### src/hw/rtl/cmdp_pkg.sv
`timescale 1ns / 1ps

package cmdp_pkg;

  // register file
  localparam int unsigned CFG_INDEX_W = 8;
  localparam int unsigned CFG_DATA_W  = 16;

  localparam logic [CFG_INDEX_W-1:0] REG_MAX_STRING_LENGTH  = 8'd0;
  localparam logic [CFG_INDEX_W-1:0] REG_MAX_ARGUMENT_COUNT = 8'd1;

  localparam logic [15:0] MAX_STRING_LENGTH_RST  = 16'd4096;
  localparam logic [7:0]  MAX_ARGUMENT_COUNT_RST = 8'd128;

  // byte role codes
  typedef enum logic [2:0] {
    ROLE_MAGIC   = 3'd0,
    ROLE_LENGTH  = 3'd1,
    ROLE_OP      = 3'd2,
    ROLE_IDEM    = 3'd3,
    ROLE_COUNT   = 3'd4,
    ROLE_ARG_KEY = 3'd5,
    ROLE_ARG_VAL = 3'd6,
    ROLE_NONE    = 3'd7
  } role_t;

  // error codes
  typedef enum logic [2:0] {
    ERR_NONE      = 3'd0,
    ERR_BAD_MAGIC = 3'd1,
    ERR_TOO_LONG  = 3'd2,
    ERR_TOO_MANY  = 3'd3,
    ERR_TRUNCATED = 3'd4,
    ERR_TRAILING  = 3'd5
  } err_t;

  typedef struct packed {
    logic [7:0] in_byte;
    logic       in_last;
  } in_item_t;

  typedef struct packed {
    logic [7:0] out_byte;
    logic [2:0] byte_role;
    logic [7:0] arg_index;
    logic       string_end;
    logic       payload_done;
    logic       payload_ok;
    logic [2:0] error_code;
  } out_item_t;

  typedef struct packed {
    logic [15:0] max_string_length;
    logic [7:0]  max_argument_count;
  } cfg_regs_t;

  // magic "MCP1", one byte per position
  function automatic logic [7:0] magic_byte(input logic [1:0] pos);
    logic [7:0] b;
    unique case (pos)
      2'd0:    b = 8'h4D;
      2'd1:    b = 8'h43;
      2'd2:    b = 8'h50;
      default: b = 8'h31;
    endcase
    return b;
  endfunction

endpackage

### src/hw/rtl/cmdp_cfg.sv
`timescale 1ns / 1ps

module cmdp_cfg #(
  parameter logic [15:0] MaxStringLengthRst  = cmdp_pkg::MAX_STRING_LENGTH_RST,
  parameter logic [7:0]  MaxArgumentCountRst = cmdp_pkg::MAX_ARGUMENT_COUNT_RST
) (
  input  logic                             clk,
  input  logic                             rst_n,
  input  logic                             cfg_valid,
  output logic                             cfg_ready,
  input  logic [cmdp_pkg::CFG_INDEX_W-1:0] cfg_index,
  input  logic [cmdp_pkg::CFG_DATA_W-1:0]  cfg_data,
  output cmdp_pkg::cfg_regs_t              regs
);

  cmdp_pkg::cfg_regs_t regs_r;

  // writes are always taken; unknown indexes are dropped
  assign cfg_ready = 1'b1;

  always_ff @(posedge clk) begin
    if (!rst_n) begin
      regs_r.max_string_length  <= MaxStringLengthRst;
      regs_r.max_argument_count <= MaxArgumentCountRst;
    end else if (cfg_valid) begin
      if (cfg_index == cmdp_pkg::REG_MAX_STRING_LENGTH) begin
        regs_r.max_string_length <= cfg_data[15:0];
      end
      if (cfg_index == cmdp_pkg::REG_MAX_ARGUMENT_COUNT) begin
        regs_r.max_argument_count <= cfg_data[7:0];
      end
    end
  end

  assign regs = regs_r;

endmodule

### src/hw/rtl/cmdp_parse.sv
`timescale 1ns / 1ps

module cmdp_parse (
  input  logic                 clk,
  input  logic                 rst_n,
  input  logic                 step_en,
  input  cmdp_pkg::in_item_t   item,
  input  cmdp_pkg::cfg_regs_t  regs,
  output cmdp_pkg::out_item_t  res
);

  typedef enum logic [3:0] {
    PH_MAGIC   = 4'd0,
    PH_OP_LEN  = 4'd1,
    PH_OP_STR  = 4'd2,
    PH_KEY_LEN = 4'd3,
    PH_KEY_STR = 4'd4,
    PH_CNT     = 4'd5,
    PH_AK_LEN  = 4'd6,
    PH_AK_STR  = 4'd7,
    PH_AV_LEN  = 4'd8,
    PH_AV_STR  = 4'd9,
    PH_DONE    = 4'd10,
    PH_ERROR   = 4'd11
  } phase_t;

  phase_t            phase_r, phase_nxt;
  logic [1:0]        pos_r, pos_nxt;
  logic [23:0]       acc_r, acc_nxt;
  logic [15:0]       rem_r, rem_nxt;
  logic [7:0]        args_total_r, args_total_nxt;
  logic [7:0]        args_done_r, args_done_nxt;
  cmdp_pkg::err_t    sticky_r, sticky_nxt;

  logic [31:0]       word;
  logic              pos_last;
  logic [7:0]        args_done_inc;
  phase_t            after_phase;
  logic              after_bump;
  cmdp_pkg::role_t   role;
  cmdp_pkg::err_t    err;
  cmdp_pkg::err_t    code;
  logic [7:0]        idx;
  logic              send;

  assign word          = {item.in_byte, acc_r};
  assign pos_last      = (pos_r == 2'd3);
  assign args_done_inc = args_done_r + 8'd1;

  // where the parse goes once the current string is complete
  always_comb begin
    after_bump = 1'b0;
    unique case (phase_r)
      PH_OP_LEN, PH_OP_STR:   after_phase = PH_KEY_LEN;
      PH_KEY_LEN, PH_KEY_STR: after_phase = PH_CNT;
      PH_AK_LEN, PH_AK_STR:   after_phase = PH_AV_LEN;
      default: begin
        after_bump  = 1'b1;
        after_phase = (args_done_inc == args_total_r) ? PH_DONE : PH_AK_LEN;
      end
    endcase
  end

  // one parse step per byte
  always_comb begin
    phase_nxt      = phase_r;
    pos_nxt        = pos_r;
    acc_nxt        = acc_r;
    rem_nxt        = rem_r;
    args_total_nxt = args_total_r;
    args_done_nxt  = args_done_r;
    sticky_nxt     = sticky_r;
    role           = cmdp_pkg::ROLE_NONE;
    err            = cmdp_pkg::ERR_NONE;
    idx            = 8'd0;
    send           = 1'b0;

    unique case (phase_r)
      PH_MAGIC: begin
        role = cmdp_pkg::ROLE_MAGIC;
        if (item.in_byte != cmdp_pkg::magic_byte(pos_r)) begin
          err = cmdp_pkg::ERR_BAD_MAGIC;
        end else if (pos_last) begin
          pos_nxt   = 2'd0;
          phase_nxt = PH_OP_LEN;
        end else begin
          pos_nxt = pos_r + 2'd1;
        end
      end
      PH_OP_LEN, PH_KEY_LEN, PH_AK_LEN, PH_AV_LEN: begin
        role = cmdp_pkg::ROLE_LENGTH;
        if (phase_r == PH_AK_LEN || phase_r == PH_AV_LEN) begin
          idx = args_done_r;
        end
        if (pos_last) begin
          pos_nxt = 2'd0;
          acc_nxt = 24'd0;
          if (word > {16'd0, regs.max_string_length}) begin
            err = cmdp_pkg::ERR_TOO_LONG;
          end else if (word == 32'd0) begin
            send = 1'b1;
          end else begin
            rem_nxt   = word[15:0];
            phase_nxt = phase_t'(phase_r + 4'd1);
          end
        end else begin
          acc_nxt[8*pos_r +: 8] = item.in_byte;
          pos_nxt               = pos_r + 2'd1;
        end
      end
      PH_OP_STR, PH_KEY_STR, PH_AK_STR, PH_AV_STR: begin
        unique case (phase_r)
          PH_OP_STR:  role = cmdp_pkg::ROLE_OP;
          PH_KEY_STR: role = cmdp_pkg::ROLE_IDEM;
          PH_AK_STR:  role = cmdp_pkg::ROLE_ARG_KEY;
          default:    role = cmdp_pkg::ROLE_ARG_VAL;
        endcase
        if (phase_r == PH_AK_STR || phase_r == PH_AV_STR) begin
          idx = args_done_r;
        end
        rem_nxt = rem_r - 16'd1;
        send    = (rem_nxt == 16'd0);
      end
      PH_CNT: begin
        role = cmdp_pkg::ROLE_COUNT;
        if (pos_last) begin
          pos_nxt = 2'd0;
          acc_nxt = 24'd0;
          if (word > {24'd0, regs.max_argument_count}) begin
            err = cmdp_pkg::ERR_TOO_MANY;
          end else begin
            args_total_nxt = word[7:0];
            args_done_nxt  = 8'd0;
            phase_nxt      = (word == 32'd0) ? PH_DONE : PH_AK_LEN;
          end
        end else begin
          acc_nxt[8*pos_r +: 8] = item.in_byte;
          pos_nxt               = pos_r + 2'd1;
        end
      end
      PH_DONE: begin
        err = cmdp_pkg::ERR_TRAILING;
      end
      default: begin
      end
    endcase

    // string complete: move to the next field
    if (send) begin
      phase_nxt = after_phase;
      if (after_bump) begin
        args_done_nxt = args_done_inc;
      end
    end

    // first error sticks until the final byte
    if (err != cmdp_pkg::ERR_NONE && sticky_r == cmdp_pkg::ERR_NONE) begin
      sticky_nxt = err;
      phase_nxt  = PH_ERROR;
    end

    code = sticky_nxt;
    if (item.in_last && code == cmdp_pkg::ERR_NONE && phase_nxt != PH_DONE) begin
      code = cmdp_pkg::ERR_TRUNCATED;
    end

    // the final byte starts a fresh payload
    if (item.in_last) begin
      phase_nxt      = PH_MAGIC;
      pos_nxt        = 2'd0;
      acc_nxt        = 24'd0;
      rem_nxt        = 16'd0;
      args_total_nxt = 8'd0;
      args_done_nxt  = 8'd0;
      sticky_nxt     = cmdp_pkg::ERR_NONE;
    end
  end

  // result fields
  always_comb begin
    res.out_byte     = item.in_byte;
    res.byte_role    = role;
    res.arg_index    = idx;
    res.string_end   = send;
    res.payload_done = item.in_last;
    res.payload_ok   = item.in_last && (code == cmdp_pkg::ERR_NONE);
    res.error_code   = code;
  end

  // parse state
  always_ff @(posedge clk) begin
    if (!rst_n) begin
      phase_r      <= PH_MAGIC;
      pos_r        <= 2'd0;
      acc_r        <= 24'd0;
      rem_r        <= 16'd0;
      args_total_r <= 8'd0;
      args_done_r  <= 8'd0;
      sticky_r     <= cmdp_pkg::ERR_NONE;
    end else if (step_en) begin
      phase_r      <= phase_nxt;
      pos_r        <= pos_nxt;
      acc_r        <= acc_nxt;
      rem_r        <= rem_nxt;
      args_total_r <= args_total_nxt;
      args_done_r  <= args_done_nxt;
      sticky_r     <= sticky_nxt;
    end
  end

  // a pending error always parks the parser
  a_sticky_parks: assert property (@(posedge clk) disable iff (!rst_n)
    (sticky_r != cmdp_pkg::ERR_NONE) |-> (phase_r == PH_ERROR))
    else $error("sticky error outside error phase");

  // string byte count only lives inside a string
  a_rem_in_string: assert property (@(posedge clk) disable iff (!rst_n)
    (rem_r != 16'd0) |-> (phase_r == PH_OP_STR || phase_r == PH_KEY_STR ||
                          phase_r == PH_AK_STR || phase_r == PH_AV_STR))
    else $error("bytes remaining outside a string");

  // multi-byte position only in word fields, or frozen by a magic error
  a_pos_phase: assert property (@(posedge clk) disable iff (!rst_n)
    (pos_r != 2'd0) |-> (phase_r == PH_MAGIC || phase_r == PH_OP_LEN ||
                         phase_r == PH_KEY_LEN || phase_r == PH_CNT ||
                         phase_r == PH_AK_LEN || phase_r == PH_AV_LEN ||
                         phase_r == PH_ERROR))
    else $error("byte position outside a word field");

  // final byte returns the parser to the start
  a_last_clears: assert property (@(posedge clk) disable iff (!rst_n)
    (step_en && item.in_last) |=>
      (phase_r == PH_MAGIC && sticky_r == cmdp_pkg::ERR_NONE && pos_r == 2'd0))
    else $error("parser not cleared after final byte");

endmodule

### src/hw/rtl/command_payload_parser.sv
`timescale 1ns / 1ps
// Command payload parser: tags each byte of an "MCP1" command payload.
// Input channel: one byte a beat (in_data.in_byte) with in_data.in_last on
// the final byte of a payload. Output channel: one result beat per input
// beat, in order, with the byte, its role, its argument index, a string-end
// flag and, on the final byte, payload_done/payload_ok and the error code.
// Configuration channel: cfg_index 0 writes the largest string length,
// cfg_index 1 the largest argument count; other indexes are ignored.
// cfg_ready is always high; write only while no payload byte is in flight.
// Path: a byte taken goes into the input register, then the output register, and shows on out_valid from there.
// Throughput: one byte per cycle while out_ready stays high, set by a single
// parse step between the input register and the output register.
// Reset: synchronous, active low; empties both registers, clears the parse
// state and loads the limits with 4096 and 128.
// Stall: while out_ready is low the output register holds its beat, the
// input register holds one more byte, and in_ready drops only when both
// are full. The parse state advances only when a byte moves to the output.
module command_payload_parser #(
  parameter logic [15:0] MaxStringLengthRst  = cmdp_pkg::MAX_STRING_LENGTH_RST,
  parameter logic [7:0]  MaxArgumentCountRst = cmdp_pkg::MAX_ARGUMENT_COUNT_RST
) (
  input  logic                             clk,
  input  logic                             rst_n,
  input  logic                             in_valid,
  output logic                             in_ready,
  input  cmdp_pkg::in_item_t               in_data,
  output logic                             out_valid,
  input  logic                             out_ready,
  output cmdp_pkg::out_item_t              out_data,
  input  logic                             cfg_valid,
  output logic                             cfg_ready,
  input  logic [cmdp_pkg::CFG_INDEX_W-1:0] cfg_index,
  input  logic [cmdp_pkg::CFG_DATA_W-1:0]  cfg_data
);

  cmdp_pkg::cfg_regs_t regs;
  cmdp_pkg::in_item_t  s1_data_r;
  logic                s1_valid_r;
  cmdp_pkg::out_item_t out_data_r;
  logic                out_valid_r;
  cmdp_pkg::out_item_t res;
  logic                adv;

  cmdp_cfg #(
    .MaxStringLengthRst  (MaxStringLengthRst),
    .MaxArgumentCountRst (MaxArgumentCountRst)
  ) u_cfg (
    .clk       (clk),
    .rst_n     (rst_n),
    .cfg_valid (cfg_valid),
    .cfg_ready (cfg_ready),
    .cfg_index (cfg_index),
    .cfg_data  (cfg_data),
    .regs      (regs)
  );

  // held byte moves on when the output slot is free or draining
  assign adv      = s1_valid_r && (!out_valid_r || out_ready);
  assign in_ready = !s1_valid_r || adv;

  cmdp_parse u_parse (
    .clk     (clk),
    .rst_n   (rst_n),
    .step_en (adv),
    .item    (s1_data_r),
    .regs    (regs),
    .res     (res)
  );

  // input register
  always_ff @(posedge clk) begin
    if (!rst_n) begin
      s1_valid_r <= 1'b0;
    end else if (in_valid && in_ready) begin
      s1_valid_r <= 1'b1;
    end else if (adv) begin
      s1_valid_r <= 1'b0;
    end
  end

  always_ff @(posedge clk) begin
    if (in_valid && in_ready) begin
      s1_data_r <= in_data;
    end
  end

  // output register
  always_ff @(posedge clk) begin
    if (!rst_n) begin
      out_valid_r <= 1'b0;
    end else if (adv) begin
      out_valid_r <= 1'b1;
    end else if (out_ready) begin
      out_valid_r <= 1'b0;
    end
  end

  always_ff @(posedge clk) begin
    if (adv) begin
      out_data_r <= res;
    end
  end

  assign out_valid = out_valid_r;
  assign out_data  = out_data_r;

endmodule
### config.mk
export PLATFORM = sky130hd
export DESIGN_NAME = command_payload_parser
export DESIGN_NICKNAME = d
export VERILOG_FILES = /design/src/hw/rtl/cmdp_pkg.sv /design/src/hw/rtl/cmdp_cfg.sv /design/src/hw/rtl/cmdp_parse.sv /design/src/hw/rtl/command_payload_parser.sv
export SDC_FILE = /design/constraint.sdc
export NUM_CORES = 1
export LEC_CHECK = 0
export BUFFER_PORTS_ARGS = -buffer_cell sky130_fd_sc_hd__buf_4
export CAP_MARGIN = 20
export CORE_ASPECT_RATIO = 0.6
export CORE_MARGIN = 4
export CORE_UTILIZATION = 62
export CTS_BUF_LIST = sky130_fd_sc_hd__clkbuf_8
export DETAILED_ROUTE_END_ITERATION = 10
export PLACE_DENSITY = 0.85
export SETUP_SLACK_MARGIN = 0.3
export SLEW_MARGIN = 20
export SYNTH_ARGS = -nofsm -noshare
export SYNTH_HDL_FRONTEND = slang
export SYNTH_HIERARCHICAL = 1
export SYNTH_SLANG_ARGS = --single-unit
### constraint.sdc
create_clock -name clk -period 3.7 [get_ports clk]
set_input_delay 0.74 -clock clk [delete_from_list [all_inputs] [get_ports clk]]
set_output_delay 0.74 -clock clk [all_outputs]
set_load 0.005 [all_outputs]
* Word level (Yosys, flattened, before mapping)
Index checks and enable logic that the tools add are counted.
** Word-level totals
- Register bits after elaboration :: 125
- Input port bits :: 38
- Output and inout bits :: 28
- Logic and storage cells :: 153
** Operators by class
- Add/subtract/negate cells :: 5
- $lt $le $gt $ge :: 2
- Eq/ne operators :: 22
- Shift operators :: 2
- Muxes and demuxes :: 61
- Reductions and logical operators :: 41
** Operators by type and width (count)
- 8-bit 2-to-1 mux :: 13
- 24-bit 2-to-1 mux :: 3
- 16-bit 2-to-1 mux :: 4
- 4-bit 2-to-1 mux :: 12
- 5-bit negation with 34-bit output :: 1
- 8-bit by 34-bit variable shift with 24-bit output, first input constant :: 1
- 8-bit by 34-bit indexed part select with 24-bit output :: 1
- 32-bit by 16-bit greater-than comparator with 1-bit output :: 1
- 32-bit by 8-bit greater-than comparator with 1-bit output :: 1
- 32-bit zero test :: 1
- 16-bit one-hot mux with 2 select lines :: 1
- 24-bit bitwise mux :: 1
- 3-bit one-hot mux with 4 select lines :: 2
- 4-bit one-hot mux with 3 select lines :: 2
- 7-bit one-hot mux with 3 select lines :: 1
- 4-bit by 3-bit equality test with 1-bit output, second input constant :: 4
- 16-bit zero test :: 1
- 8-bit one-hot mux with 2 select lines :: 1
- 16-bit by 1-bit subtractor with 16-bit output, second input constant :: 1
- 3-bit 2-to-1 mux :: 5
- 4-bit equality test, second input constant :: 3
- 2-bit 2-to-1 mux :: 5
- 2-bit nonzero test :: 5
- 3-bit zero test :: 3
- 33 further kinds :: 60

* Depth between registers and ports, before layout
- Depth after elaboration :: 15
- Depth in mapped cells :: 13

* Hierarchy
The synthesis kept the hierarchy.
** By module, submodules not included
- cmdp_parse :: times used 1, cells an instance 712, area each 5305.1 um^2
- command_payload_parser :: times used 1, cells an instance 43, area each 1124.8 um^2
- cmdp_cfg :: times used 1, cells an instance 103, area each 1014.7 um^2

* Worst setup path before layout
No wires, ideal clock.
- Kind :: register -> register
- Start point :: register u_parse.rem_r[0]
- End point :: register out_data_r (netlist bit out_data[2]) (data pin)
- Setup time :: 0.262 ns
- Arrival time :: 3.037 ns
- Data required time :: 3.438 ns
- Path slack :: 0.401 ns
- Cell stages (with the launch flop) :: 14
- Path buffers :: 2
- Clock period less this slack :: 3.299 ns
- Cell sequence :: dfxtp_1 inv_1 ha_1 buf_2 or4b_1 buf_2 or3b_1 a21oi_2 o21ai_2 o32ai_4 inv_1 a211o_1 nand2b_2 o32a_2
** RTL lines
- start, declared :: line cmdp_parse.sv:30 : logic [15:0] rem_r, rem_nxt;
- start signal, assigned :: line cmdp_parse.sv:204 : rem_r <= rem_nxt;
- end signal, assigned :: line command_payload_parser.sv:100 : out_data_r <= res;
- end, declared :: line command_payload_parser.sv:39 : cmdp_pkg::out_item_t out_data_r;

==> reports/results.ini <==
[run_status]
status = finished clean

[logic_synthesis]
synth_top_area_share_pct = 24.5
postSynthAreaPerCell_um2 = 8.68
post-synth-top-count-cell = nand2_1
yosys-top-cells-count = nand2_1, dfxtp_1, nor2_1
postSynthCellCount = 858
synth.largest_area_cell = dfxtp_1
ys_warn_count = 6
synth_seq_cells = 125
synth_edf_count = 34
synthesis.area_um2 = 7440
synthArstFlopShare_pct = 0
seq_area_frac_synth_pct = 38.2
ys.flop_type = dfxtp_1
synth.area.top_cells = dfxtp_1, edfxtp_1, ha_1, nand2_1, mux2i_1
synth_nets = 936
ys_types = 83

[setup_path]
path_cells = inv_1, ha_1, nor2b_1, o211ai_1, a21boi_1, o31a_1, buf_4, nor3_2, a21oi_1, o31a_1, or3_4, o32a_2
arrival_ns = 3.59
path_max_fanout = 5
cpPeakStageDelay_ns = 0.36
startpoint_type = flop
end_kind = flop
reg2reg_to = out_data[2]
worstSetupPathType = flop to flop
r2r-start = u_cfg/regs[9]
ff2ff_path_depth = 12
critPathMostFrequentCell = o31a_1
cp_data_required_time_ns = 3.90
r2r_setup_slack_ns = 0.32
cp_slowest_cell = o31a_1

[clock_network]
clock_sink_count = 125
cts_tree = done
cts_buffer_depth = 2
numCtsBuffers = 17
cts-root-buf = clkbuf_8
cts_max_level = 4
cts_hold_buffers = 0
clk_latency_ns = 0.45
clk_pin_slew_worst_paths_ns = 0.09

[pwr]
p_sw_uw = 911
combPwrFrac_pct = 12.2
peakVddDrop_uv = 349
internal_power_uw = 2160
leakagePower_uw = 0.00327
power_frac_seq_pct = 47.6
power_density_nw_per_um2 = 354
power_uw = 3070
p_sw_share_pct = 29.7
clockPowerShare_pct = 40.2

[drt]
ant_nets = 0
via_per_inst = 6.39
vias = 7016
wl_per_cell_um = 20.1
drt_iter0_drc = 766
wirelength_um = 22100
drt_first_pass_iters = 6
route.detailed.drc = 0

[die]
die_area_um2 = 13900
die_height_um = 92.9
die_x_um = 149
initial_core_util_pct = 64.6
row_count = 30
core_area_um2 = 11500
ios = 66

[timing]
whs_ns = 0.462
max_freq_mhz = 296
setup_viol = 0
tns_ns = 0
relSlewSlack_pct = 23.1
timing.final.crit_share_pct = 91.4
drv_slew = 0
finalCriticalPeriod_ns = 3.38
worst_pin_slew_ns = 1.15
rsz0062_at_grt = no
setup_slack_ns = 0.318
hold_viol = 0
fin_worst_skew_ns = 0.0133

[final_layout]
syn2layout_area_growth_pct = 16.4
n_antenna_cell = 0
final_layout_size_suffix_gt1_share_pct = 19.1
finish.net_count = 1003

[placed_design]
io_buffer_count = 64
gp_congestion = 0.939
pre_cts_ws_ns = 0.0912
hpwlAfterDp_um = 15400

[worst_hold_path]
min_from = in_data[0]
holdPathStages = 1
hold_class = input pin to flop
holdPathEnd = s1_data_r[0]

[grt]
antenna_found_initial = 0
grt_usage_pct = 31.9
grt_pass1_vias = 6734
grt_max_degree = 105
grt_pass1_wl_um = 34800
grt_overflow_total = 0

[flow_run]
maxCapViolations = 0

-- cell families (layout without fill, tap and decap cells) --
family / Yosys count / after routing / synth area share (%)
other: 1 / 1 / 0.0504
AOI/OAI and AO/OA: 206 / 207 / 18.6
muxes: 28 / 28 / 3.78
and+or+nand+nor: 344 / 344 / 24.0
buffers and inverters: 91 / 170 / 5.95
adders and majority gates: 40 / 40 / 6.72
xor gates and xnor gates: 23 / 23 / 2.71
DFF: 125 / 125 / 38.2
-- per-layer routing --
metal,up-vias,global-route usage [%],share of wire [%]
li1,3218,-,-
met1,3307,46.1,43
met2,421,46.2,43
met3,70,7.68,11
met4,0,11.5,2.6
met5,-,0,0
-- sequential cells by signal, indices dropped and copies added, names as in the netlist --
register and count:
s1_valid_r 1, s1_data_r 9, out_data 25, u_parse/args_done_r 8, u_parse/args_total_r 8, u_parse/phase_r 4
out_valid 1, u_parse/sticky_r 3, u_cfg/regs 24, u_parse/rem_r 16, u_parse/acc_r 24, u_parse/pos_r 2
-- per-stage QoR --
stage,util [%],area (µm²),instances
final,75.2,8670,1098
after global routing,75.2,8670,1098
after CTS,74.1,8540,1095
after detailed placement,70.1,8080,1061
after global placement,70.1,8080,1061
after floorplan,-,7440,858
-- worst max-delay path by stage --
| stage | slack (ns) | from | depth (start not counted) | to |
|---|---|---|---|---|
| final | 0.32 | u_cfg/regs[9] | 12 | out_data[2] |
| after global routing | 0.29 | u_parse/rem_r[0] | 11 | out_data[2] |
| after CTS | 0.31 | u_cfg/regs[23] | 11 | u_parse/args_done_r[4] |
| after detailed placement | 0.09 | s1_data_r[4] | 9 | out_data[2] |
| after global placement | 0.29 | s1_data_r[4] | 9 | out_data[2] |
| after floorplan | 0.40 | u_parse/rem_r[0] | 13 | out_data[2] |
-- cell type report --
class,count,area [µm²]
Fill cell,837,2860
Clock buffer,17,234
Clock inverter,15,175
Tap cell,160,200
Multi-Input combinational cell,643,4310
Timing Repair Buffer,98,748
Sequential cell,125,2850
Inverter,40,150
-- worst max-delay path, delay by kind of cell (launching register included) --
kind / cells / cell delay [ns]
flip-flops: 1 / 0.34
adder cells (fa/ha/maj): 1 / 0.31
buffers and inverters: 2 / 0.22
AO/OA/AOI/OAI: 6 / 1.54
AND/OR/NAND/NOR: 3 / 0.72
-- cells in the final DEF (no fill, tap or decap), types with 10 or more instances in the layout --
| cell type | netlist | layout |
|---|---|---|
| nor2b_1 | 35 | 34 |
| a22oi_1 | 10 | 10 |
| xnor2_1 | 14 | 14 |
| clkbuf_8 | 2 | 17 |
| inv_1 | 39 | 39 |
| nand2_1 | 105 | 105 |
| o21a_1 | 10 | 10 |
| dfxtp_1 | 91 | 88 |
| nor4_1 | 13 | 10 |
| edfxtp_1 | 34 | 34 |
| nor2_1 | 54 | 54 |
| nor3_1 | 22 | 19 |
| nand4_1 | 10 | 10 |
| a21oi_1 | 49 | 49 |
| a21boi_0 | 33 | 32 |
| ha_1 | 40 | 36 |
| mux2i_1 | 27 | 27 |
| nand3_1 | 38 | 37 |
| buf_4 | 12 | 97 |
| and2_1 | 13 | 13 |
| o21ai_0 | 37 | 36 |
-- timing repair --
| action | in CTS | in global routing |
|---|---|---|
| gates cloned | 1 | 0 |
| setup buffers | 1 | 3 |
| hold endpoints to repair | 0 | 0 |
| setup endpoints to repair | 6 | 13 |
| resized for setup | 8 | 22 |
| pin swaps | 1 | 3 |
-- power groups by stage --
stage / logic, µW / clock network (µW) / registers, µW
finish: 374 / 1240 / 1460
global route: 401 / 1320 / 1470
CTS: 354 / 1250 / 1460
detailed placement: 348 / 0 / 1490
global placement: 340 / 0 / 1490
floorplan: 215 / 0 / 1490
(Power assumes the default switching activity.)
